`src/rtl/core/jsu_pkg.sv`:
```
// shared types, constants and helper functions of the json string unescaper
`default_nettype none
package jsu_pkg;

	localparam int CMDQ_DEPTH = 4;
	localparam int CMDQ_AW = $clog2(CMDQ_DEPTH);
	localparam int CMDQ_CW = $clog2(CMDQ_DEPTH + 1);
	localparam logic [CMDQ_CW-1:0] CMDQ_FULL = CMDQ_CW'(CMDQ_DEPTH);

	localparam logic [7:0] CH_BSLASH = 8'h5C;
	localparam logic [7:0] CH_U = 8'h75;
	localparam logic [7:0] CH_N = 8'h6E;
	localparam logic [7:0] CH_R = 8'h72;
	localparam logic [7:0] CH_T = 8'h74;
	localparam logic [7:0] CH_B = 8'h62;
	localparam logic [7:0] CH_F = 8'h66;

	localparam logic [5:0] SUR_HI_TAG = 6'b110110;
	localparam logic [5:0] SUR_LO_TAG = 6'b110111;
	localparam logic [1:0] HEX_CNT_LAST = 2'd3;
	localparam logic [1:0] SUR_LEN_M1 = 2'd2;

	// one decoded word list: segments go out in order a, b, c, d, e
	typedef struct packed {
		logic            a_en;
		logic [9:0]      a_sur;
		logic            b_en;
		logic [1:0]      b_cnt;
		logic [2:0][7:0] b_held;
		logic            c_en;
		logic [20:0]     c_cp;
		logic [1:0]      c_len;
		logic            d_en;
		logic [7:0]      d_byte;
		logic            e_en;
		logic            last;
	} cmd_t;

	// {valid, value}
	function automatic logic [4:0] hex_decode(input logic [7:0] c);
		logic [4:0] r;
		r = '0;
		if (c >= 8'h30 && c <= 8'h39) begin
			r = {1'b1, 4'(c - 8'h30)};
		end else if (c >= 8'h61 && c <= 8'h66) begin
			r = {1'b1, 4'(c - 8'h57)};
		end else if (c >= 8'h41 && c <= 8'h46) begin
			r = {1'b1, 4'(c - 8'h37)};
		end
		return r;
	endfunction

	function automatic logic [7:0] esc_map(input logic [7:0] c);
		logic [7:0] r;
		unique case (c)
			CH_N: begin
				r = 8'h0A;
			end
			CH_R: begin
				r = 8'h0D;
			end
			CH_T: begin
				r = 8'h09;
			end
			CH_B: begin
				r = 8'h08;
			end
			CH_F: begin
				r = 8'h0C;
			end
			default: begin
				r = c;
			end
		endcase
		return r;
	endfunction

	function automatic logic [1:0] utf8_len_m1(input logic [20:0] cp);
		logic [1:0] r;
		priority if (cp <= 21'h7F) begin
			r = 2'd0;
		end else if (cp <= 21'h7FF) begin
			r = 2'd1;
		end else if (cp <= 21'hFFFF) begin
			r = 2'd2;
		end else begin
			r = 2'd3;
		end
		return r;
	endfunction

	function automatic logic [7:0] utf8_byte(input logic [20:0] cp, input logic [1:0] len_m1,
			input logic [1:0] idx);
		logic [7:0] r;
		logic [7:0] t0;
		logic [7:0] t1;
		logic [7:0] t2;
		t0 = 8'h80 | {2'b00, cp[5:0]};
		t1 = 8'h80 | {2'b00, cp[11:6]};
		t2 = 8'h80 | {2'b00, cp[17:12]};
		unique case (len_m1)
			2'd0: begin
				r = cp[7:0];
			end
			2'd1: begin
				r = (idx == 2'd0) ? (8'hC0 | {3'b000, cp[10:6]}) : t0;
			end
			2'd2: begin
				unique case (idx)
					2'd0: r = 8'hE0 | {4'b0000, cp[15:12]};
					2'd1: r = t1;
					default: r = t0;
				endcase
			end
			default: begin
				unique case (idx)
					2'd0: r = 8'hF0 | {5'b00000, cp[20:18]};
					2'd1: r = t2;
					2'd2: r = t1;
					default: r = t0;
				endcase
			end
		endcase
		return r;
	endfunction

endpackage
`default_nettype wire

```
`src/rtl/core/jsu_front.sv`:
```
// escape decoder: takes input words, tracks escape state and classifies output segments
`default_nettype none
module jsu_front (
	input  wire logic          clk,
	input  wire logic          arst_n,
	input  wire logic [7:0]    in_byte,
	input  wire logic          in_last,
	input  wire logic          accept,
	output jsu_pkg::cmd_t      cmd,
	output logic               cmd_push
);

	typedef enum logic [5:0] {
		MODE_IDLE   = 6'b000001,
		MODE_ESC    = 6'b000010,
		MODE_HEX    = 6'b000100,
		MODE_SUR    = 6'b001000,
		MODE_SURESC = 6'b010000,
		MODE_SURHEX = 6'b100000
	} mode_t;

	mode_t           mode_q;
	mode_t           nxt_mode;
	logic [1:0]      cnt_q;
	logic [1:0]      nxt_cnt;
	logic [11:0]     hex_q;
	logic [11:0]     nxt_hex;
	logic [9:0]      sur_q;
	logic [9:0]      nxt_sur;
	logic [2:0][7:0] held_q;
	logic            held_we;
	logic [4:0]      dig;
	logic [15:0]     code_v;
	logic [20:0]     pair_cp;
	logic            run_idle;

	assign dig = jsu_pkg::hex_decode(in_byte);
	assign code_v = {hex_q, dig[3:0]};
	assign pair_cp = {5'({1'b0, sur_q[9:6]} + 5'd1), sur_q[5:0], code_v[9:0]};

	always_comb begin
		nxt_mode = mode_q;
		nxt_cnt = cnt_q;
		nxt_hex = hex_q;
		nxt_sur = sur_q;
		held_we = 1'b0;
		run_idle = 1'b0;
		cmd = '0;
		cmd.b_cnt = cnt_q;
		cmd.last = in_last;

		unique case (mode_q)
			MODE_ESC: begin
				nxt_mode = MODE_IDLE;
				if (in_byte == jsu_pkg::CH_U) begin
					nxt_mode = MODE_HEX;
					nxt_cnt = '0;
					nxt_hex = '0;
				end else begin
					cmd.d_en = 1'b1;
					cmd.d_byte = jsu_pkg::esc_map(in_byte);
				end
			end
			MODE_HEX: begin
				if (dig[4]) begin
					if (cnt_q == jsu_pkg::HEX_CNT_LAST) begin
						nxt_cnt = '0;
						if (code_v[15:10] == jsu_pkg::SUR_HI_TAG) begin
							nxt_sur = code_v[9:0];
							nxt_mode = MODE_SUR;
						end else begin
							cmd.c_en = 1'b1;
							cmd.c_cp = {5'd0, code_v};
							nxt_mode = MODE_IDLE;
						end
					end else begin
						held_we = 1'b1;
						nxt_cnt = cnt_q + 2'd1;
						nxt_hex = {hex_q[7:0], dig[3:0]};
					end
				end else begin
					cmd.b_en = 1'b1;
					run_idle = 1'b1;
				end
			end
			MODE_SUR: begin
				if (in_byte == jsu_pkg::CH_BSLASH) begin
					nxt_mode = MODE_SURESC;
				end else begin
					cmd.a_en = 1'b1;
					cmd.a_sur = sur_q;
					run_idle = 1'b1;
				end
			end
			MODE_SURESC: begin
				if (in_byte == jsu_pkg::CH_U) begin
					nxt_mode = MODE_SURHEX;
					nxt_cnt = '0;
					nxt_hex = '0;
				end else begin
					cmd.a_en = 1'b1;
					cmd.a_sur = sur_q;
					cmd.d_en = 1'b1;
					cmd.d_byte = jsu_pkg::esc_map(in_byte);
					nxt_mode = MODE_IDLE;
				end
			end
			MODE_SURHEX: begin
				if (dig[4]) begin
					if (cnt_q == jsu_pkg::HEX_CNT_LAST) begin
						nxt_cnt = '0;
						if (code_v[15:10] == jsu_pkg::SUR_LO_TAG) begin
							cmd.c_en = 1'b1;
							cmd.c_cp = pair_cp;
							nxt_mode = MODE_IDLE;
						end else begin
							cmd.a_en = 1'b1;
							cmd.a_sur = sur_q;
							if (code_v[15:10] == jsu_pkg::SUR_HI_TAG) begin
								nxt_sur = code_v[9:0];
								nxt_mode = MODE_SUR;
							end else begin
								cmd.c_en = 1'b1;
								cmd.c_cp = {5'd0, code_v};
								nxt_mode = MODE_IDLE;
							end
						end
					end else begin
						held_we = 1'b1;
						nxt_cnt = cnt_q + 2'd1;
						nxt_hex = {hex_q[7:0], dig[3:0]};
					end
				end else begin
					cmd.a_en = 1'b1;
					cmd.a_sur = sur_q;
					cmd.b_en = 1'b1;
					run_idle = 1'b1;
				end
			end
			default: begin
				run_idle = 1'b1;
			end
		endcase

		if (run_idle) begin
			if (in_byte == jsu_pkg::CH_BSLASH) begin
				nxt_mode = MODE_ESC;
			end else begin
				nxt_mode = MODE_IDLE;
				cmd.d_en = 1'b1;
				cmd.d_byte = in_byte;
			end
		end

		// end of string flush
		if (in_last) begin
			cmd.b_cnt = nxt_cnt;
			unique case (nxt_mode)
				MODE_ESC: begin
					cmd.e_en = 1'b1;
				end
				MODE_HEX: begin
					cmd.b_en = 1'b1;
				end
				MODE_SUR: begin
					if (cmd.a_en) begin
						cmd.c_en = 1'b1;
						cmd.c_cp = {5'd0, jsu_pkg::SUR_HI_TAG, nxt_sur};
					end else begin
						cmd.a_en = 1'b1;
						cmd.a_sur = nxt_sur;
					end
				end
				MODE_SURESC: begin
					cmd.a_en = 1'b1;
					cmd.a_sur = nxt_sur;
					cmd.e_en = 1'b1;
				end
				MODE_SURHEX: begin
					cmd.a_en = 1'b1;
					cmd.a_sur = nxt_sur;
					cmd.b_en = 1'b1;
				end
				default: begin
				end
			endcase
			nxt_mode = MODE_IDLE;
			nxt_cnt = '0;
			nxt_hex = '0;
		end

		for (int i = 0; i < 3; i++) begin
			cmd.b_held[i] = (held_we && cnt_q == 2'(i)) ? in_byte : held_q[i];
		end
		cmd.c_len = jsu_pkg::utf8_len_m1(cmd.c_cp);
	end

	assign cmd_push = accept && (cmd.a_en || cmd.b_en || cmd.c_en || cmd.d_en || cmd.e_en);

	always_ff @(posedge clk or negedge arst_n) begin
		if (!arst_n) begin
			mode_q <= MODE_IDLE;
			cnt_q <= '0;
			hex_q <= '0;
			sur_q <= '0;
		end else if (accept) begin
			mode_q <= nxt_mode;
			cnt_q <= nxt_cnt;
			hex_q <= nxt_hex;
			sur_q <= nxt_sur;
		end
	end

	always_ff @(posedge clk) begin
		if (accept && held_we) begin
			held_q[cnt_q] <= in_byte;
		end
	end

endmodule
`default_nettype wire

```
`src/rtl/core/jsu_cmd_fifo.sv`:
```
// short queue of segment lists between the decoder and the serializer
`default_nettype none
module jsu_cmd_fifo (
	input  wire logic          clk,
	input  wire logic          arst_n,
	input  wire logic          wr_en,
	input  wire jsu_pkg::cmd_t wr_data,
	output logic               full,
	input  wire logic          rd_en,
	output jsu_pkg::cmd_t      rd_data,
	output logic               rd_valid
);

	jsu_pkg::cmd_t                  mem_q [jsu_pkg::CMDQ_DEPTH];
	logic [jsu_pkg::CMDQ_AW-1:0]    wr_ptr_q;
	logic [jsu_pkg::CMDQ_AW-1:0]    rd_ptr_q;
	logic [jsu_pkg::CMDQ_CW-1:0]    count_q;

	assign full = count_q == jsu_pkg::CMDQ_FULL;
	assign rd_valid = count_q != '0;
	assign rd_data = mem_q[rd_ptr_q];

	always_ff @(posedge clk or negedge arst_n) begin
		if (!arst_n) begin
			wr_ptr_q <= '0;
			rd_ptr_q <= '0;
			count_q <= '0;
		end else begin
			if (wr_en) begin
				wr_ptr_q <= wr_ptr_q + jsu_pkg::CMDQ_AW'(1);
			end
			if (rd_en) begin
				rd_ptr_q <= rd_ptr_q + jsu_pkg::CMDQ_AW'(1);
			end
			unique case ({wr_en, rd_en})
				2'b10: count_q <= count_q + jsu_pkg::CMDQ_CW'(1);
				2'b01: count_q <= count_q - jsu_pkg::CMDQ_CW'(1);
				default: count_q <= count_q;
			endcase
		end
	end

	always_ff @(posedge clk) begin
		if (wr_en) begin
			mem_q[wr_ptr_q] <= wr_data;
		end
	end

endmodule
`default_nettype wire

```
`src/rtl/core/jsu_back.sv`:
```
// serializer: emits the queue head's segments, one word per cycle while popped
`default_nettype none
module jsu_back (
	input  wire logic          clk,
	input  wire logic          arst_n,
	input  wire jsu_pkg::cmd_t head,
	input  wire logic          head_valid,
	output logic               head_pop,
	output logic [7:0]         out_byte,
	output logic               run_last,
	output logic               string_end,
	output logic               empty,
	input  wire logic          pop
);

	logic [4:0] done_q;
	logic [1:0] idx_q;
	logic [4:0] en_vec;
	logic [4:0] rem;
	logic [4:0] cur;
	logic [1:0] cur_len;
	logic [7:0] cur_byte;
	logic       seg_end;
	logic       cmd_end;
	logic       advance;
	logic       valid_q;
	logic [7:0] byte_q;
	logic       run_last_q;
	logic       end_q;

	assign en_vec = {head.e_en, head.d_en, head.c_en, head.b_en, head.a_en};
	assign rem = en_vec & ~done_q;

	always_comb begin
		cur = '0;
		cur_len = '0;
		cur_byte = '0;
		priority if (rem[0]) begin
			cur = 5'b00001;
			cur_len = jsu_pkg::SUR_LEN_M1;
			cur_byte = jsu_pkg::utf8_byte({5'd0, jsu_pkg::SUR_HI_TAG, head.a_sur},
				jsu_pkg::SUR_LEN_M1, idx_q);
		end else if (rem[1]) begin
			cur = 5'b00010;
			cur_len = head.b_cnt;
			unique case (idx_q)
				2'd0: cur_byte = jsu_pkg::CH_U;
				2'd1: cur_byte = head.b_held[0];
				2'd2: cur_byte = head.b_held[1];
				default: cur_byte = head.b_held[2];
			endcase
		end else if (rem[2]) begin
			cur = 5'b00100;
			cur_len = head.c_len;
			cur_byte = jsu_pkg::utf8_byte(head.c_cp, head.c_len, idx_q);
		end else if (rem[3]) begin
			cur = 5'b01000;
			cur_byte = head.d_byte;
		end else begin
			cur = 5'b10000;
			cur_byte = jsu_pkg::CH_BSLASH;
		end
	end

	assign seg_end = idx_q == cur_len;
	assign cmd_end = seg_end && ((rem & ~cur) == '0);
	assign advance = head_valid && (!valid_q || pop);
	assign head_pop = advance && cmd_end;

	always_ff @(posedge clk or negedge arst_n) begin
		if (!arst_n) begin
			done_q <= '0;
			idx_q <= '0;
			valid_q <= 1'b0;
		end else begin
			if (advance) begin
				valid_q <= 1'b1;
				if (seg_end) begin
					idx_q <= '0;
					done_q <= cmd_end ? '0 : (done_q | cur);
				end else begin
					idx_q <= idx_q + 2'd1;
				end
			end else if (pop) begin
				valid_q <= 1'b0;
			end
		end
	end

	always_ff @(posedge clk) begin
		if (advance) begin
			byte_q <= cur_byte;
			run_last_q <= cmd_end;
			end_q <= cmd_end && head.last;
		end
	end

	assign out_byte = byte_q;
	assign run_last = run_last_q;
	assign string_end = end_q;
	assign empty = !valid_q;

endmodule
`default_nettype wire

```
`src/rtl/core/json_string_unescape.sv`:
```
// top level of the json string unescaper
// path: an accepted word goes through the segment queue into the serializer's output register
// throughput: one input word per cycle while the 4-entry segment queue has room;
// the serializer gives one output word per cycle while the output is popped, so an input
// that expands to n words holds the serializer until all n words are out
// reset: arst_n clears escape state, queue pointers and the output valid at once
`default_nettype none
module json_string_unescape (
	input  wire logic       clk,
	input  wire logic       arst_n,
	input  wire logic [7:0] in_byte,
	input  wire logic       in_last,
	input  wire logic       push,
	output logic            full,
	output logic [7:0]      out_byte,
	output logic            run_last,
	output logic            string_end,
	output logic            empty,
	input  wire logic       pop
);

	jsu_pkg::cmd_t wr_cmd;
	jsu_pkg::cmd_t head;
	logic          cmd_push;
	logic          head_valid;
	logic          head_pop;
	logic          accept;

	assign accept = push && !full;

	jsu_front u_front (
		.clk      (clk),
		.arst_n   (arst_n),
		.in_byte  (in_byte),
		.in_last  (in_last),
		.accept   (accept),
		.cmd      (wr_cmd),
		.cmd_push (cmd_push)
	);

	jsu_cmd_fifo u_fifo (
		.clk      (clk),
		.arst_n   (arst_n),
		.wr_en    (cmd_push),
		.wr_data  (wr_cmd),
		.full     (full),
		.rd_en    (head_pop),
		.rd_data  (head),
		.rd_valid (head_valid)
	);

	jsu_back u_back (
		.clk        (clk),
		.arst_n     (arst_n),
		.head       (head),
		.head_valid (head_valid),
		.head_pop   (head_pop),
		.out_byte   (out_byte),
		.run_last   (run_last),
		.string_end (string_end),
		.empty      (empty),
		.pop        (pop)
	);

endmodule
`default_nettype wire
```
`config.mk`:
```
export PLATFORM = sky130hd
export DESIGN_NAME = json_string_unescape
export DESIGN_NICKNAME = d
export VERILOG_FILES = /design/src/rtl/core/jsu_pkg.sv /design/src/rtl/core/jsu_front.sv /design/src/rtl/core/jsu_cmd_fifo.sv /design/src/rtl/core/jsu_back.sv /design/src/rtl/core/json_string_unescape.sv
export SDC_FILE = /design/constraint.sdc
export NUM_CORES = 1
export LEC_CHECK = 0
export BUFFER_PORTS_ARGS = -buffer_cell sky130_fd_sc_hd__buf_2
export CORE_UTILIZATION = 45
export CTS_CLUSTER_SIZE = 20
export DETAILED_ROUTE_END_ITERATION = 8
export GPL_TIMING_DRIVEN = 0
export SETUP_SLACK_MARGIN = 0.5
export SLEW_MARGIN = 25
export SYNTH_ARGS = -nofsm -noshare
export SYNTH_HDL_FRONTEND = slang
export SYNTH_SLANG_ARGS = --single-unit
export TNS_END_PERCENT = 100
```
`constraint.sdc`:
```
create_clock -name clk -period 4.66 [get_ports clk]
set_clock_uncertainty 0.2 [all_clocks]
set_input_delay 0.233 -clock clk [delete_from_list [all_inputs] [get_ports clk]]
set_output_delay 0.233 -clock clk [all_outputs]
set_load 0.02 [all_outputs]
```
Yosys cells after proc, flatten, opt, wreduce, memory -nomap -nowiden
Memory sizes are Yosys's and may differ from the RTL's.
Index checks and enable logic that the tools add are counted.
W data, S select, Z words.
Word-level totals
  register bits after elaboration: 79
  memory bits (writable): 292
  input bits: 13
  output and inout port bits: 12
  logic and storage cells: 212
  memories kept: 1
Cells by class
  $add $sub $neg: 10
  magnitude comparators: 11
  equality and inequality tests: 33
  mux-type cells: 100
  bitwise operators: 5
  reductions and logical operators: 36
Memories
  u_fifo.mem_q: depth 4, bits a word 73, read ports 1, clocked after Yosys merged registers in 0, write ports 1, RTL line jsu_cmd_fifo.sv:14  | jsu_pkg::cmd_t mem_q [jsu_pkg::CMDQ_DEPTH];
Operators with widths (number)
  $mux W22: 9
  $mux W10: 7
  $mux W8: 8
  $eq A8 B7 Y1 const B: 7
  $mux W11: 5
  $mux W12: 4
  $mux W6: 8
  $pmux W8 S3: 2
  $pmux W22 S2: 1
  $mux W5: 8
  $pmux W8 S5: 1
  $mux W9: 4
  $pmux W11 S3: 1
  $pmux W6 S5: 1
  $pmux W7 S2: 2
  $bwmux W24: 1
  $eq A6 B6 Y1 const B: 4
  $pmux W12 S2: 1
  $mux W2: 11
  $pmux W11 S2: 1
  $le A21 B11 Y1 const B: 1
  $le A21 B16 Y1 const B: 1
  $le A21 B7 Y1 const B: 1
  $pmux W7 S3: 1
  other kinds (45): 105

Longest topological paths before layout
Gate-level depths: netlist (run 1).
  word-level depth: 20
  depth in mapped cells: 17
  mapped depth without buffers: 16

Cells and area by module
A second synthesis (run 1) with hierarchy kept.
Unflattened totals
  cells, all modules: 1023
  area total of the unflattened synthesis: 16465.8 µm²
By module, submodules not included
  jsu_cmd_fifo: times used 1, cells each 414, area an instance 10921.7 µm², seq. area each 8943.6 µm²
  jsu_front: times used 1, cells each 398, area an instance 3781.1 µm², seq. area each 1472.7 µm²
  jsu_back: times used 1, cells each 210, area an instance 1749.2 µm², seq. area each 500.5 µm²
  json_string_unescape: times used 1, cells each 1, area an instance 13.8 µm², seq. area each 0.0 µm²

Least setup slack after synthesis (run 1)
OpenSTA, ideal clock, no wires.
  kind: flip-flop to flip-flop
  start point: reg u_front.mode_q[4]
  end point: mem u_fifo.mem_q[2][0] (netlist name), enable pin
  library setup time: 0.439 ns
  arrival: 3.786 ns
  data required time: 4.021 ns
  setup slack: 0.235 ns
  stages on the path, launching flop included: 11
  path buffers: 2
  clock period less this slack: 4.425 ns
  cell sequence: dfrtp_1 -> buf_2 -> or3_4 -> or3_1 -> buf_2 -> nor3_2 -> or2b_4 -> a21oi_2 -> o31ai_1 -> o31a_4 -> and2_1
On the way
  word-level cells in the longest chain between the ends: 15
  elaborated cells between the ends (all ways): 44
  those cells by class: eq/ne: 10; mux: 24; reduce/logical: 10
Ends and longest elaborated chain
  start: declaration: RTL line jsu_front.sv:22  | mode_t mode_q;
  start signal: assignment: RTL line jsu_front.sv:207  | mode_q <= nxt_mode;
  $eq A6 B3 Y1, or another cell as far along: RTL line jsu_front.sv:52  | unique case (mode_q)
  $reduce_or A2 Y1 (no source line), or another cell as far along
  $pmux W1 S3 or $pmux W6 S5 (tied branches): RTL line jsu_front.sv:52
  $mux W6: RTL line jsu_front.sv:145  | if (run_idle) begin
  $eq A6 B5 Y1, or another cell as far along: RTL line jsu_front.sv:158  | unique case (nxt_mode)
  $reduce_or A2 Y1 (no source line)
  $pmux W11 S2 or $mux W1 (tied branches): RTL line jsu_front.sv:158
  $mux W14: RTL line jsu_front.sv:156  | if (in_last) begin
  $logic_or A1 B1 Y1 (3 in series): RTL line jsu_front.sv:198  | assign cmd_push = accept && (cmd.a_en || cmd.b_en || cmd.c_en || cmd.d_en || cmd.e_en);
  $logic_or A1 B1 Y1 *: RTL line jsu_front.sv:198
  $logic_and A1 B1 Y1 *: RTL line jsu_front.sv:198
  $mux W1 *: RTL line jsu_cmd_fifo.sv:44  | if (wr_en) begin
  $mux W1 (not written as such) *: RTL line jsu_cmd_fifo.sv:45  | mem_q[wr_ptr_q] <= wr_data;
  end: declaration: RTL line jsu_cmd_fifo.sv:14
Mark *: on every way between the ends. The rest lies on a longest branch, timed or not.

Worst setup path in the final report (run 1)
  start point: in in_byte[7]
  end point: reg u_fifo.count_q[2] (netlist name)
On the way
  word-level cells in the longest chain between the ends: 19
  elaborated cells between the ends (all ways): 62
  those cells by class: order compare: 6; eq/ne: 9; mux: 35; reduce/logical: 12
Ends and longest elaborated chain
  start: declaration: RTL line json_string_unescape.sv:11  | input wire logic [7:0] in_byte,
  $ge A8 B7 Y1 or $le A8 B7 Y1 (tied branches): RTL line jsu_pkg.sv:47  | end else if (c >= 8'h41 && c <= 8'h46) begin
  $logic_and A1 B1 Y1: RTL line jsu_pkg.sv:47
  $mux W5: RTL line jsu_pkg.sv:47
  $mux W5: RTL line jsu_pkg.sv:45  | end else if (c >= 8'h61 && c <= 8'h66) begin
  $mux W5: RTL line jsu_pkg.sv:43  | if (c >= 8'h30 && c <= 8'h39) begin
  $mux W6, or another cell as far along: RTL line jsu_front.sv:109  | if (dig[4]) begin
  $pmux W6 S5 or $pmux W1 S3 (tied branches): RTL line jsu_front.sv:52
  $mux W6: RTL line jsu_front.sv:145
  $eq A6 B5 Y1, or another cell as far along: RTL line jsu_front.sv:158
  $reduce_or A2 Y1 (no source line)
  $pmux W11 S2 or $mux W1 (tied branches): RTL line jsu_front.sv:158
  $mux W14: RTL line jsu_front.sv:156
  $logic_or A1 B1 Y1 (3 in series): RTL line jsu_front.sv:198
  $logic_or A1 B1 Y1 *: RTL line jsu_front.sv:198
  $logic_and A1 B1 Y1 *: RTL line jsu_front.sv:198
  $eq A2 B1 Y1 or $eq A2 B2 Y1 (tied branches): RTL line jsu_cmd_fifo.sv:35  | unique case ({wr_en, rd_en})
  $pmux W3 S2 or $reduce_bool A2 Y1 (tied branches)
  end signal: assignment: RTL line jsu_cmd_fifo.sv:36  | 2'b10: count_q <= count_q + jsu_pkg::CMDQ_CW'(1);
  end signal: assignment: RTL line jsu_cmd_fifo.sv:37  | 2'b01: count_q <= count_q - jsu_pkg::CMDQ_CW'(1);
  end signal: assignment: RTL line jsu_cmd_fifo.sv:38  | default: count_q <= count_q;
  end: declaration: RTL line jsu_cmd_fifo.sv:17  | logic [jsu_pkg::CMDQ_CW-1:0] count_q;
Marked as above.
A chain may end at the register's enable or synchronous reset.

==> qor.csv, run 1 <==
stage,metric,value,unit
clock_network,clk buf depth,3,
synth,synth warn,0,
synth,"top cells by area, synth","edfxtp_1 60%, mux4_2 9.8%, dfrtp_1 6.8%, nand2_1 1.8%, ha_1 1.8%",
placement,RD Place Congestion,0.902,
floorplan,Initial Utilization,45.8,%
global_routing,global-route wire length before repair,59700,um
global_routing,total global-route track usage,22.2,%
synth,Synth cell types,88,
setup_path,"Req. time, crit path",4930,ps
detailed_routing,Antenna Violating Nets Remaining,0,
synth,"flops & latches, synth",371,
detailed_routing,Total Wirelength,39400,um
synth,mapped cell area,0.0163,sq mm
global_routing,total grt overflow,0,
sta,"Min Clock Period, post-route",4000,ps
floorplan,Die Y,192,um
clock_network,CTS buffer count,40,
sta,Final TNS setup,0,ps
clock_network,worst-skew pair later-pin latency,540,ps
sta,Final Max Slew Viols,0,
cells_and_area,"commonest cells after routing, fill and taps aside","326 x edfxtp_1, 80 x nand2_1, 71 x mux4_2",
sta,Worst slew margin,34.6,%
power,Final Power,11.4,mW
synth,"Seq/Total Area, Yosys",67.1,%
detailed_routing,vias,9559,
clock_network,root buffer cell,clkbuf_16,
floorplan,die extent in x,192,um
synth,Mean Syn Cell Area,15.8,sq um
setup_path,WP data arrival,4260,ps
synth,synthesized net count,1069,
global_routing,number of global-route vias before repair,9400,
power,peak supply drop,0.000293,V
floorplan,I/O pins,25,
setup_path,"Max FO, Critical Path",7,
synth,Yosys top cell by area,edfxtp_1,
sta,Fin. Hold Viols,0,
global_routing,initial antenna violation count,0,
cells_and_area,area grow syn2layout,14.1,%
sta,fmax,250,MHz
setup_path,critical path launch point type,primary input,
min_path,worst min path class,in2async,
cells_and_area,"commonest non-fill, non-tap cell in the layout",edfxtp_1,
floorplan,die area,0.0369,sq mm
synth,Post-synth EDFFs,326,
cells_and_area,final net count,1155,
outcome,status,"complete, no violations",
placement,DPL Wire Length,27000,um
sta,Tcrit/Tclk final,85.8,%
clock_network,H-tree depth,2,
run,maxcap violations,0,
detailed_routing,Iter 0 DRT Violations,834,
detailed_routing,vias per inst,5.94,
synth,"Primary FF master, synth",edfxtp_1,
sta,Setup Viol. Count Final,0,
detailed_routing,routed length per instance,24.5,um
cells_and_area,share of layout cells above drive strength 1,20.8,%
setup_path,WS Path Type,in2reg,
clock_network,clk sink count,371,
synth,Post-synth ARST share,12.1,%
global_routing,largest net degree at the start of global routing,46,
sta,slew of the pin with the lowest slew margin,970,ps
cells_and_area,# diodes,0,
synth,Cells after Synth,1032,
detailed_routing,DRC Markers,0,
floorplan,FP Rows,69,
setup_path,Worst setup EP type,register,
placement,I/O Buffers,24,
floorplan,core area,0.0356,sq mm
cells_and_area,Fill cells,2932,
synth,area share of the largest cell type after synthesis,60.2,%
detailed_routing,Pre-Repair DR Iteration Count,5,
power,Power Dens Cells,612,mW/mm^2
sta,RSZ-0062 raised after global routing,yes,
clock_network,"Clk pin slew, worst setup/hold paths",60,ps
power,Leak,6.33,nW
clock_network,CTS tree,built,
## flip-flops by register name, summed over array words and instances (netlist names)
signal / count
u_front.mode_q: 6
u_fifo.wr_ptr_q: 2
u_fifo.count_q: 3
u_back.run_last: 1
u_front.held_q: 24
u_back.idx_q: 2
u_front.hex_q: 12
u_fifo.rd_ptr_q: 2
u_back.out_byte: 8
u_front.sur_q: 10
u_back.string_end: 1
u_fifo.mem_q: 292
u_back.done_q: 5
u_back.valid_q: 1
u_front.cnt_q: 2
## kinds of logic after synthesis
logic type,after synthesis,share of synthesized area [%]
and+or+nand+nor,236,7.45
muxes,97,11.6
xor gates and xnor gates,12,0.646
AOI/OAI and AO/OA,207,9.02
adders and majority gates,25,1.95
DFF,371,67.1
buffers and inverters,84,2.24
## per-stage QoR
step	setup WS (ps)	utilization [%]	std cells	hold slack (ps)	area, sq um
after floorplan	1030	-	1032	-263	16300
after global placement	-353	47.7	1517	233	17000
after detailed placement	124	48.1	1522	95.6	17100
after CTS	522	52.0	1605	78.1	18500
after global routing	453	52.2	1609	120	18600
final	663	52.2	1609	65.4	18600
## path summary, 6_finish.rpt
check                                               from                       endpoint  slack (ps)  cells past startpoint
max                                           in_byte[7]  u_fifo.count_q[2]$_DFFE_PN0P_         660                     16
min                                               arst_n   u_back.done_q[1]$_DFFE_PN0P_          70                      2
max reg2reg                u_front.mode_q[1]$_DFFE_PN0P_  u_fifo.count_q[2]$_DFFE_PN0P_         670                     15
min reg2reg                u_fifo.count_q[2]$_DFFE_PN0P_  u_fifo.count_q[2]$_DFFE_PN0P_         300                      1
max in group asynchronous                         arst_n   u_front.cnt_q[0]$_DFFE_PN0P_        3750                      2
min in group clk                                    push   u_front.sur_q[0]$_DFFE_PN0P_         140                      4
## worst max-delay path: stages
cell and delay (ps):
dlygate4sd3_1 530, buf_2 200, nand2b_2 250, nor4_4 520, nor3_2 130, or2b_4 310, a21oi_2 320, o31ai_1 200
o31a_4 440, inv_1 70, ha_1 180, inv_1 70, fa_1 380, xor2_1 150, nor2_1 120, xor2_1 160
## Yosys cell counts, types with 5 or more instances
library cell,count
mux2_2,20
ha_1,23
inv_1,28
edfxtp_1,326
and3_1,6
mux2i_1,5
o221ai_1,7
nor2b_1,10
xor2_1,6
buf_1,5
a22oi_1,10
o22ai_1,7
a211oi_1,10
a21oi_1,30
nand3b_1,8
nand3_1,6
nor2_1,57
dfrtp_1,44
xnor2_1,6
o31ai_1,9
clkbuf_1,31
a22o_1,13
buf_2,15
nand2b_1,10
a31oi_1,5
o21ai_1,9
mux4_2,71
a221oi_1,10
nand2_1,80
and2_1,15
o21ai_0,48
a32o_1,5
## routing by layer
layer | global-route usage [%] | share of wire (%) | wire length [um]
met2 | 33.5 | 46 | 18000
met5 | 0 | 0 | 0
met3 | 3.38 | 6.5 | 2570
met4 | 5.30 | 1.8 | 690
met1 | 33.7 | 46 | 18100
## final cells by class
type                    count  area [sq um]  area share [%]
well taps                 461           577            3.11
plain buffers              56           267            1.44
multi-input cells         577          5060            27.2
repair buffers             44           385            2.08
inverters                  28           105           0.566
flip-flops and latches    371         10900            58.8
clock inverters            22           195            1.05
clock buffers              50          1060            5.71
## power by group
part	leakage [nW]	internal (mW)	switching, mW
clock network	0.610	1.78	1.27
registers	3.60	4.33	0.171
logic	2.11	1.47	2.33
total	6.33	7.58	3.77
## repair_timing
| action | CTS | global route |
|---|---|---|
| buffers inserted | 0 | 4 |
| endpoints found under the setup margin | 3 | 151 |
| pin swaps | 0 | 4 |
| hold buffers | 11 | 0 |
| endpoints found under the hold margin | 76 | 0 |
| gates resized for setup | 4 | 9 |
Note: power is estimated with default switching activity, not from simulation.
==> run 2, diff against run 1 <==
- CORE_MARGIN: unset -> 4
==> run 2 against run 1 <==
Combinational power fell by 2%. Highest routed layer unchanged. Critical path type is now reg2reg. Cell area fell by 0.28%. Routed wire length fell by 1.2%. Power fell by 0.39%. Largest power group unchanged. Largest cell class unchanged.
==> qor.csv, run 2 (synthesized netlist as in run 1, its figures left out) <==
stage,metric,value,unit,change
detailed_routing,vias,9525,,was 9559
global_routing,largest net degree at the start of global routing,46,,unchanged
clock_network,clk buf depth,3,,unchanged
detailed_routing,Total Wirelength,38900,um,was 39400 um
sta,Setup Viol. Count Final,0,,unchanged
power,Leak,6.32,nW,was 6.33 nW
setup_path,"Max FO, Critical Path",10,,was 7
floorplan,core area,0.0357,sq mm,was 0.0356 sq mm
global_routing,total global-route track usage,20.1,%,was 22.2%
cells_and_area,"Core Util, Final",51.9,%,was 52.2%
sta,slew of the pin with the lowest slew margin,1010,ps,was 970 ps
clock_network,worst-skew pair later-pin latency,530,ps,was 540 ps
detailed_routing,Iter 0 DRT Violations,873,,was 834
min_path,worst min path class,in2async,,unchanged
clock_network,root buffer cell,clkbuf_16,,unchanged
setup_path,Worst Setup SP,u_fifo.rd_ptr_q[1]$_DFFE_PN0P_,,was in_byte[7]
cells_and_area,# diodes,0,,unchanged
cells_and_area,Biggest register,u_fifo.mem_q,,unchanged
sta,"Min Clock Period, post-route",4120,ps,was 4000 ps
floorplan,I/O pins,25,,unchanged
clock_network,CTS tree,built,,unchanged
floorplan,FP Rows,69,,unchanged
clock_network,CTS buffer count,40,,unchanged
clock_network,Setup Buffers After CTS,0,,unchanged
cells_and_area,"commonest non-fill, non-tap cell in the layout",edfxtp_1,,unchanged
setup_path,WS Path Type,reg2reg,,was in2reg
detailed_routing,vias per inst,5.94,,about the same
run,maxcap violations,0,,unchanged
setup_path,r2r startpoint,u_fifo.rd_ptr_q[1]$_DFFE_PN0P_,,was u_front.mode_q[1]$_DFFE_PN0P_
setup_path,WP data arrival,4380,ps,was 4260 ps
setup_path,"Req. time, crit path",4910,ps,was 4930 ps
sta,Worst slew margin,32.1,%,was 34.6%
floorplan,die area,0.0393,sq mm,was 0.0369 sq mm
global_routing,initial antenna violation count,1,,was 0
detailed_routing,DRC Markers,0,,unchanged
setup_path,Worst setup EP type,register,,unchanged
floorplan,die extent in x,198,um,was 192 um
power,Power Dens Cells,611,mW/mm^2,was 612 mW/mm^2
floorplan,Initial Utilization,45.6,%,was 45.8%
sta,fmax,242,MHz,was 250 MHz
detailed_routing,Pre-Repair DR Iteration Count,5,,unchanged
clock_network,"Clk pin slew, worst setup/hold paths",60,ps,about the same
global_routing,number of global-route vias before repair,9422,,was 9400
detailed_routing,routed length per instance,24.3,um,was 24.5 um
global_routing,total grt overflow,0,,unchanged
power,peak supply drop,0.000308,V,was 0.000293 V
power,Final Power,11.3,mW,was 11.4 mW
sta,Final TNS setup,0,ps,unchanged
sta,Fin. Hold Viols,0,,unchanged
cells_and_area,Fill cells,2976,,was 2932
cells_and_area,share of layout cells above drive strength 1,20.7,%,was 20.8%
placement,RD Place Congestion,0.887,,was 0.902
cells_and_area,final net count,1151,,was 1155
sta,RSZ-0062 raised after global routing,yes,,unchanged
setup_path,critical path launch point type,register,,was primary input
sta,worst hold slack,62.9,ps,was 65.4 ps
cells_and_area,Reg area,0.0109,sq mm,unchanged
clock_network,clk sink count,371,,unchanged
sta,Final Max Slew Viols,0,,unchanged
cells_and_area,"commonest cells after routing, fill and taps aside","326 x edfxtp_1, 80 x nand2_1, 71 x mux4_2",,unchanged
placement,I/O Buffers,24,,unchanged
detailed_routing,Antenna Violating Nets Remaining,0,,unchanged
floorplan,Die Y,198,um,was 192 um
clock_network,H-tree depth,2,,unchanged
cells_and_area,area grow syn2layout,13.8,%,was 14.1%
cells_and_area,Largest register FFs,292,,unchanged
global_routing,global-route wire length before repair,59300,um,was 59700 um
sta,Tcrit/Tclk final,88.5,%,was 85.8%
cells_and_area,Finished Layout Cells,1603,,was 1609
outcome,status,"complete, no violations",,unchanged
cells_and_area,largest registers,"u_fifo.mem_q (292), u_front.held_q (24), u_front.hex_q (12)",,unchanged
placement,Placed Instances,1522,,unchanged
cells_and_area,area taken by multi-input logic gates,0.00502,sq mm,was 0.00506 sq mm
placement,DPL Wire Length,26800,um,was 27000 um
-- run 2: final timing paths --
path,cells after the start,slack [ps],to
max in group asynchronous,2,3750,u_front.cnt_q[0]$_DFFE_PN0P_
max reg2reg,13,540,u_fifo.count_q[2]$_DFFE_PN0P_
min in group clk,2,130,u_fifo.mem_q[1][3]$_DFFE_PP_
min reg2reg,1,290,u_fifo.count_q[2]$_DFFE_PN0P_
min,2,60,u_back.done_q[0]$_DFFE_PN0P_
max,13,540,u_fifo.count_q[2]$_DFFE_PN0P_
-- run 2: timing repair --
action                     4_1_cts  5_1_grt
gates resized for setup          4        2
hold buffers                    11        0
setup endpoints to repair        4        6
hold endpoints to repair        74        0
pin swaps                        0        0
-- run 2: metrics by stage --
step                area [sq um]  setup slack (ps)
global route               18500               379
floorplan                  16300              1030
finish                     18500               536
CTS                        18500               448
detailed placement         17100               217
global placement           17000              -352
-- run 2: power by group --
part,total (mW),switching (mW),internal [mW]
combinational,3.73,2.29,1.44
clock,3.08,1.25,1.83
sequential,4.50,0.170,4.33
-- run 2: cell type report --
cell class	count	share of cell area [%]
Buffer	56	1.43
Clock buffer	47	5.66
Clock inverter	23	1.22
Inverter	28	0.568
Multi-Input combinational cell	577	27.1
Sequential cell	371	59.0
Tap cell	461	3.12
Timing Repair Buffer	40	1.92
-- run 2: worst max-delay path, cell delays in order, from the launching register on --
cell and delay, ps:
dfrtp_1 430, buf_2 350, mux2i_2 400, o22ai_2 230, or3_1 440, a2111oi_2 360, o31ai_2 160, a21oi_4 360
ha_1 260, inv_1 60, fa_1 370, xor2_1 150, nor2_1 110, xor2_1 160
-- run 2: per-layer routing --
layer	wire length (um)	GRT usage, %	vias to the layer above
li1	-	-	4256
met5	0	0	-
met1	17800	30.3	4933
met3	2360	3.27	52
met4	750	4.74	0
met2	18000	31.2	284
==> run 3, diff against run 2 <==
- CORE_UTILIZATION: 45 -> 55
- PLACE_DENSITY: unset -> 0.74
- TNS_END_PERCENT: 100 -> unset
==> run 3 against run 2 <==
Combinational power barely moved. Cell count is 4.5% lower. Clock-buffer cell count up 1. Flip-flop and latch count stayed put. Core utilization is 12 points higher. Routed wire length is 2.0% lower. Setup slack improved by 150 ps. Cell area fell by 0.28%. Critical path depth unchanged. Fmax increased by 3.7%. Power down 0.72%.
==> qor.csv, run 3 (synthesized netlist as in run 1, its figures left out) <==
stage,metric,value,unit,change
global_routing,total grt overflow,0,,unchanged
cells_and_area,"commonest non-fill, non-tap cell in the layout",edfxtp_1,,unchanged
outcome,status,"complete, no violations",,unchanged
setup_path,WS Path Type,reg2reg,,unchanged
power,Leak,6.33,nW,was 6.32 nW
setup_path,WP data arrival,4230,ps,was 4380 ps
floorplan,I/O pins,25,,unchanged
detailed_routing,Total Wirelength,38100,um,was 38900 um
cells_and_area,area grow syn2layout,13.4,%,was 13.8%
floorplan,Die Y,180,um,was 198 um
setup_path,Worst setup EP type,register,,unchanged
clock_network,worst-skew pair later-pin latency,540,ps,was 530 ps
sta,Final Max Slew Viols,0,,unchanged
sta,fmax,251,MHz,was 242 MHz
floorplan,die extent in x,180,um,was 198 um
detailed_routing,DRC Markers,0,,unchanged
min_path,worst min path class,in2async,,unchanged
sta,slew of the pin with the lowest slew margin,1010,ps,about the same
sta,RSZ-0062 raised after global routing,no,,was yes
floorplan,core area,0.0289,sq mm,was 0.0357 sq mm
clock_network,root buffer cell,clkbuf_16,,unchanged
detailed_routing,Pre-Repair DR Iteration Count,7,,was 5
setup_path,"Req. time, crit path",4910,ps,about the same
global_routing,total global-route track usage,23.6,%,was 20.1%
cells_and_area,Largest register FFs,292,,unchanged
placement,DPL Wire Length,25400,um,was 26800 um
sta,worst hold slack,64.4,ps,was 62.9 ps
cells_and_area,share of layout cells above drive strength 1,21.0,%,was 20.7%
clock_network,"Clk pin slew, worst setup/hold paths",60,ps,about the same
cells_and_area,largest registers,"u_fifo.mem_q (292), u_front.held_q (24), u_front.hex_q (12)",,unchanged
detailed_routing,routed length per instance,24.9,um,was 24.3 um
power,Final Power,11.2,mW,was 11.3 mW
floorplan,FP Rows,62,,was 69
sta,Fin. Hold Viols,0,,unchanged
floorplan,die area,0.0324,sq mm,was 0.0393 sq mm
clock_network,clk sink count,371,,unchanged
clock_network,CTS tree,built,,unchanged
cells_and_area,final net count,1154,,was 1151
setup_path,critical path launch point type,register,,unchanged
clock_network,H-tree depth,2,,unchanged
power,peak supply drop,0.000292,V,was 0.000308 V
sta,Setup Viol. Count Final,0,,unchanged
placement,Post-Place Cell Area,0.0170,sq mm,was 0.0171 sq mm
cells_and_area,"commonest cells after routing, fill and taps aside","326 x edfxtp_1, 80 x nand2_1, 71 x mux4_2",,unchanged
global_routing,global-route wire length before repair,59300,um,about the same
sta,Tcrit/Tclk final,85.3,%,was 88.5%
cells_and_area,post-route cell area,0.0185,sq mm,about the same
global_routing,largest net degree at the start of global routing,46,,unchanged
cells_and_area,Biggest register,u_fifo.mem_q,,unchanged
clock_network,clk buf depth,3,,unchanged
run,maxcap violations,0,,unchanged
detailed_routing,vias,9769,,was 9525
floorplan,Initial Utilization,56.2,%,was 45.6%
cells_and_area,area taken by multi-input logic gates,0.00505,sq mm,was 0.00502 sq mm
setup_path,"Max FO, Critical Path",10,,unchanged
sta,Final WS setup,683,ps,was 536 ps
power,Power Dens Cells,608,mW/mm^2,was 611 mW/mm^2
global_routing,initial antenna violation count,1,,unchanged
placement,I/O Buffers,24,,unchanged
cells_and_area,# diodes,0,,unchanged
cells_and_area,Fill cells,1990,,was 2976
detailed_routing,Antenna Violating Nets Remaining,0,,unchanged
detailed_routing,vias per inst,6.38,,was 5.94
placement,Place WS,214,ps,was 217 ps
sta,"Min Clock Period, post-route",3980,ps,was 4120 ps
sta,Worst slew margin,32.4,%,was 32.1%
global_routing,number of global-route vias before repair,9737,,was 9422
clock_network,CTS buffer count,38,,was 40
placement,RD Place Congestion,0.922,,was 0.887
detailed_routing,Iter 0 DRT Violations,1211,,was 873
cells_and_area,Reg area,0.0109,sq mm,unchanged
==> run 3: changes by cell type in the layout (fill, tap and decap cells not counted), moves of 2 or more <==
cell,before,now
clkbuf_16,41,39
clkinv_4,2,0
clkinv_2,5,10
clkinv_8,0,2
clkinv_1,8,6
clkbuf_8,0,3
inv_6,3,1
buf_4,3,7
clkbuf_1,34,36
clkbuf_2,4,1
==> run 3: metrics by stage <==
step | util, % | instances | TNS [ps]
after floorplan | - | 1032 | 0
after global placement | 58.3 | 1440 | -63520
after detailed placement | 58.9 | 1446 | 0
after CTS | 63.6 | 1527 | 0
after global routing | 63.8 | 1531 | 0
final | 63.8 | 1531 | 0
==> run 3: path summary, 6_finish.rpt <==
| path | depth (start not counted) | from | slack, ps | endpoint |
|---|---|---|---|---|
| worst min-delay path | 2 | arst_n | 60 | u_fifo.count_q[0]$_DFFE_PN0P_ |
| min in group clk | 4 | push | 130 | u_front.sur_q[2]$_DFFE_PN0P_ |
| worst min register to register | 2 | u_back.done_q[4]$_DFFE_PN0P_ | 300 | u_back.done_q[4]$_DFFE_PN0P_ |
| max in group asynchronous | 2 | arst_n | 3770 | u_front.sur_q[0]$_DFFE_PN0P_ |
| worst max register to register | 13 | u_fifo.rd_ptr_q[1]$_DFFE_PN0P_ | 680 | u_fifo.count_q[2]$_DFFE_PN0P_ |
| worst max-delay path | 13 | u_fifo.rd_ptr_q[1]$_DFFE_PN0P_ | 680 | u_fifo.count_q[2]$_DFFE_PN0P_ |
==> run 3: critical path, cell delays in order (launching register included) <==
cell	delay [ps]
dfrtp_1	440
clkbuf_4	300
mux2i_2	350
o22ai_2	220
or3_1	420
a2111oi_2	360
o31ai_2	160
a21oi_4	330
ha_1	260
inv_1	70
fa_1	370
xor2_1	150
nor2_1	120
xor2_1	150
==> run 3: layout make-up <==
| class | count | share of cell area [%] |
|---|---|---|
| inverter | 28 | 0.569 |
| tap | 384 | 2.60 |
| buffer | 56 | 1.42 |
| timing repair buffer | 45 | 2.20 |
| clock inverter | 22 | 1.10 |
| multi-input combinational | 577 | 27.3 |
| clock buffer | 48 | 5.63 |
| sequential | 371 | 59.1 |
==> run 3: power by group <==
group / switching, mW / internal [mW] / total [mW]
Clock: 1.24 / 1.76 / 3.00
Combinational: 2.24 / 1.46 / 3.70
Sequential: 0.193 / 4.33 / 4.52
==> run 3: timing repair <==
action | 4_1_cts | 5_1_grt
buffers inserted | 0 | 4
hold buffers | 11 | 0
endpoints found under the hold margin | 78 | 0
setup endpoints to repair | 3 | 109
pin swaps | 0 | 2
gates cloned | 0 | 0
gates resized for setup | 3 | 6
==> run 3: metal layers <==
metal  global-route usage, %  share of wire [%]  vias up  routed length, um
li1                        -                  -     4256                  -
met1                    34.7                 41     4966              15500
met2                    37.9                 48      483              18300
met3                    3.98                9.2       62               3520
met4                    5.63                1.9        2                714
met5                       0              0.037        -                 14
